==> src/rtl/core/assert_macros.svh <==
// Assertion macros shared by the allocator RTL.
// Every macro is clocked on clk and is disabled while rst_n is low.
`ifndef ASSERT_MACROS_SVH
`define ASSERT_MACROS_SVH

// Check that an expression holds at every clock edge.
`define FAC_HOLD(lbl, expr) \
  lbl: assert property (@(posedge clk) disable iff (!rst_n) (expr)) \
    else $error("fac check failed");

// Check that the consequent holds in the same cycle as the antecedent.
`define FAC_IMPL(lbl, ante, cons) \
  lbl: assert property (@(posedge clk) disable iff (!rst_n) (ante) |-> (cons)) \
    else $error("fac check failed");

// Check that the consequent holds in the cycle after the antecedent.
`define FAC_NEXT(lbl, ante, cons) \
  lbl: assert property (@(posedge clk) disable iff (!rst_n) (ante) |=> (cons)) \
    else $error("fac check failed");

`endif

==> src/rtl/core/fac_mem.sv <==
// Simple dual port table memory: one write and one registered read per cycle.
// Uses no package; depth and width come from the instantiating module.
module fac_mem #(
  parameter int DEPTH = 64,
  parameter int WIDTH = 42
) (
  input  logic                     clk,
  input  logic                     we,
  input  logic [$clog2(DEPTH)-1:0] waddr,
  input  logic [WIDTH-1:0]         wdata,
  input  logic [$clog2(DEPTH)-1:0] raddr,
  output logic [WIDTH-1:0]         rdata
);

  logic [WIDTH-1:0] mem [DEPTH];
  logic [WIDTH-1:0] rdata_r;

  always_ff @(posedge clk) begin
    if (we) begin
      mem[waddr] <= wdata;
    end
    rdata_r <= mem[raddr];
  end

  assign rdata = rdata_r;

endmodule

==> config.mk <==
export PLATFORM = sky130hd
export DESIGN_NAME = fac_mem
export DESIGN_NICKNAME = d
export VERILOG_FILES = /design/src/rtl/core/assert_macros.svh /design/src/rtl/core/fac_mem.sv
export SDC_FILE = /design/constraint.sdc
export NUM_CORES = 2
export LEC_CHECK = 0
export BUFFER_PORTS_ARGS = -buffer_cell sky130_fd_sc_hd__buf_2
export CORE_AREA = 2 2 483 485
export DETAILED_ROUTE_END_ITERATION = 7
export DIE_AREA = 0 0 485 487
export PLACE_DENSITY = 0.71
export SYNTH_ARGS = -nofsm -noshare
export SYNTH_HDL_FRONTEND = slang
export SYNTH_SLANG_ARGS = --single-unit
==> constraint.sdc <==
create_clock -name clk -period 4.7 [get_ports clk]
set_clock_uncertainty 0.1 [all_clocks]
set_input_delay 0.705 -clock clk [delete_from_list [all_inputs] [get_ports clk]]
set_output_delay 0.705 -clock clk [all_outputs]
set_load 0.02 [all_outputs]
==> metrics.txt <==
vias per std cell=about 6.2; max_slew headroom=between 10 and 15%; Max-Cap Viols=0; design area=approximately 0.12 mm2; number of global-route vias before repair=about 50000; CTS Buf Count=275; Setup crit start kind=input pin; cell area after synthesis=just over 0.1 mm2; worst vdd ir=about 0.29 mV; Placer Congestion=0.791; Clock Path Buffers=4; WP buf/inv=2; share of cells above drive strength 1=between 20% and 30%; CP peak stage delay=just under 0.8 ns; worst path cell trace=buf_2, buf_4, nand2b_1, nor2_1, a22oi_1, o211a_1; switching share of power=between 20% and 30%; Tmin final=around 2.8 ns; final WL=260 mm; Buffers on Ports=97; Final period util=60.4%; Vias=slightly below 50000; final setup fails=0; outcome=finished, final reports clean; Cell Count, Final, Fillers Out=a little under 8000; CP arrival=about 3.5 ns; pin count of the biggest net entering global routing=78; Resized cells post-CTS=0; core area=between 0.2 and 0.25 mm2; Yosys warnings=0; Clock Sinks=2730; drt wl/cell=32.9 um; Initial Util=between 40% and 50%; fin nets=4719; Die Y=between 400 and 500 um; CP top delay family=buffers and inverters; die area=0.236 mm2; Tot GR Track Use=between 20 and 25%; dpl cell area=around 0.11 mm2; Synth Instances=roughly 4400; Int Pwr=0.0404 W; Yosys cell types=43; DRC violations left=0; HP Class=input pin to register; Post-DP HPWL=about 140 mm; power share of the clock group=42.1%; area of the multi-input gates=between 0.02 and 0.025 mm2; post-place setup slack=~0.95 ns; setup TNS=0 ns; clock insertion delay at the later pin of the skew report=around 0.94 ns; FFs w/ async S/R, synth=0%; Max H-tree Level=5; Post-synth EDFFs=roughly 2700; clock transition at the registers of the reported paths=approximately 0.06 ns; average cell area after synthesis=~24 um2; Crit path required time=5.40 ns; gr ovfl total=0; Seq/Total Area, Yosys=78.9%; die width=485 um; Pre-Repair DR Iteration Count=5; WS Path Type=input pin to register; first-pass GRT wire length=369 mm; sw power=roughly 0.010 W; Yosys top cell area share=approximately four fifths; Synth Register Bits=2730; Seq pwr share=between 50% and 60%; slowest CP cell=buf_2; RSZ-0062 raised after global routing=false; Power Dens Cells=around 430 mW/mm2; postcts setup bufs=0; Clock Tree Root=clkbuf_16; Hold Buf Count CTS=0; Max Fclk=0.352 GHz; TritonCTS clock tree=built; Lkg Pwr=approximately 37 nW; crit path capture type=register; worst-path fanout max=20; FF/Latch Area=~0.08 mm2; synth top area cells=edfxtp_1 (78%), mux4_2 (15%), mux2i_1 (1.5%), dfxtp_1 (0.81%), a22oi_1 (0.60%); Layout area overhead=13.9%; combinational cell fraction of total power=under 10%; Post-DRT Antenna Nets=0; setup ws final=around 1.9 ns; DR iter-0 viols=7119; Hold Vio Cnt, Final=0; worst slew pin tran=approximately 1.3 ns; cell taking the most area after synthesis=edfxtp_1; Top-Level Pins=98; Final Max Tran Viols=0; Mapped Nets=between 4000 and 5000; Primary FF master, synth=edfxtp_1; placed cell count=roughly 7400; initial antenna violation count=36; Rows=approximately 180; fill cell count=about 17000
-- flip-flops by register name, summed over array words and instances (netlist names) --
register,flops
rdata,42
mem,2688
-- metal layers --
metal | GRT usage (%) | part of all wire [%] | up-vias | wire (um)
met5 | 0 | 0.040 | - | 104
met4 | 7.44 | 3.5 | 18 | 9020
met3 | 4.65 | 10 | 508 | 27100
met2 | 35.4 | 49 | 2981 | 126000
met1 | 29.9 | 37 | 26500 | 97400
li1 | - | - | 19400 | -
-- cell usage after synthesis (3+ instances only) --
cell type,instances
or3_1,3
buf_4,48
o211a_1,4
edfxtp_1,2688
a21oi_1,31
nor2_1,114
o21ai_0,7
nand2_1,35
a22oi_1,83
dfxtp_1,42
nor3_1,13
nor2b_1,14
clkbuf_1,97
buf_2,62
mux4_2,685
mux2_2,40
and2_1,11
a31oi_1,6
nand3b_1,12
buf_1,20
a222oi_1,9
a211o_1,4
a211oi_1,20
o22ai_1,30
nand3_1,7
nand2b_1,7
a221oi_1,26
buf_6,13
or3b_2,3
mux2i_1,154
a22o_1,17
o221ai_1,32
-- worst register-to-register path, cell delays in order, from the launching register on --
cell and delay [ns]:
edfxtp_1 0.39, mux4_2 0.50, mux4_2 0.47, o22ai_1 0.58, nor2_1 0.15
-- logic make-up (layout without fill, tap and decap cells) --
| kind of cell | Yosys count | after routing | synth area share, % |
|---|---|---|---|
| other cells | 0 | 12 | 0 |
| simple gates | 226 | 226 | 1.01 |
| buf+inv | 242 | 742 | 1.23 |
| compound gates | 275 | 275 | 2.00 |
| mux | 879 | 879 | 16.9 |
| flops | 2730 | 2730 | 78.9 |
-- layout by cell type, fill, tap and decap left out, types with 32 or more instances in the layout --
cell type / synthesis / final
nand2_1: 35 / 35
mux2_2: 40 / 40
edfxtp_1: 2688 / 2688
mux2i_1: 154 / 154
buf_4: 48 / 119
clkbuf_16: 0 / 283
nor2_1: 114 / 51
clkinv_1: 0 / 47
o221ai_1: 32 / 32
buf_12: 0 / 59
dfxtp_1: 42 / 42
a22oi_1: 83 / 83
mux4_2: 685 / 685
buf_2: 62 / 92
nor2_4: 0 / 63
clkbuf_1: 97 / 57
-- power by group through the flow --
stage,clock network (W),registers (W),logic (W)
global placement,0,0.0276,0.00237
finish,0.0214,0.0271,0.00242
global route,0.0225,0.0271,0.00256
CTS,0.0216,0.0271,0.00243
floorplan,0,0.0276,0.00132
detailed placement,0,0.0276,0.00242
-- final cells by class --
type                    count  area share, %
flip-flops and latches   2730           69.3
inverters                   1        0.00957
clock inverters           120           1.10
multi-input cells        1380           17.9
diodes                     12         0.0255
well taps                3043           3.23
repair buffers            275           2.21
clock buffers             346           6.27
-- path summary, 6_finish.rpt --
path,from,endpoint,slack (ns),cells after the start
min reg2reg,mem[60][38]$_DFFE_PP_,rdata[38]$_DFF_P_,0.75,3
max reg2reg,mem[29][40]$_DFFE_PP_,rdata[40]$_DFF_P_,2.36,4
min,raddr[4],rdata[11]$_DFF_P_,0.29,4
max,raddr[5],rdata[20]$_DFF_P_,1.86,6
-- metrics by stage --
| step | hold slack [ns] | util [%] | power [W] |
|---|---|---|---|
| 2_1_floorplan | 0.601 | - | 0.0289 |
| 5_1_grt | 0.323 | 50.9 | 0.0522 |
| 3_3_place_gp | 0.752 | 47.1 | 0.0300 |
| 4_1_cts | 0.231 | 50.8 | 0.0511 |
| 3_5_place_dp | 0.748 | 47.1 | 0.0300 |
| 6_report | 0.294 | 50.9 | 0.0509 |
Note: power is estimated with default switching activity, not from simulation.
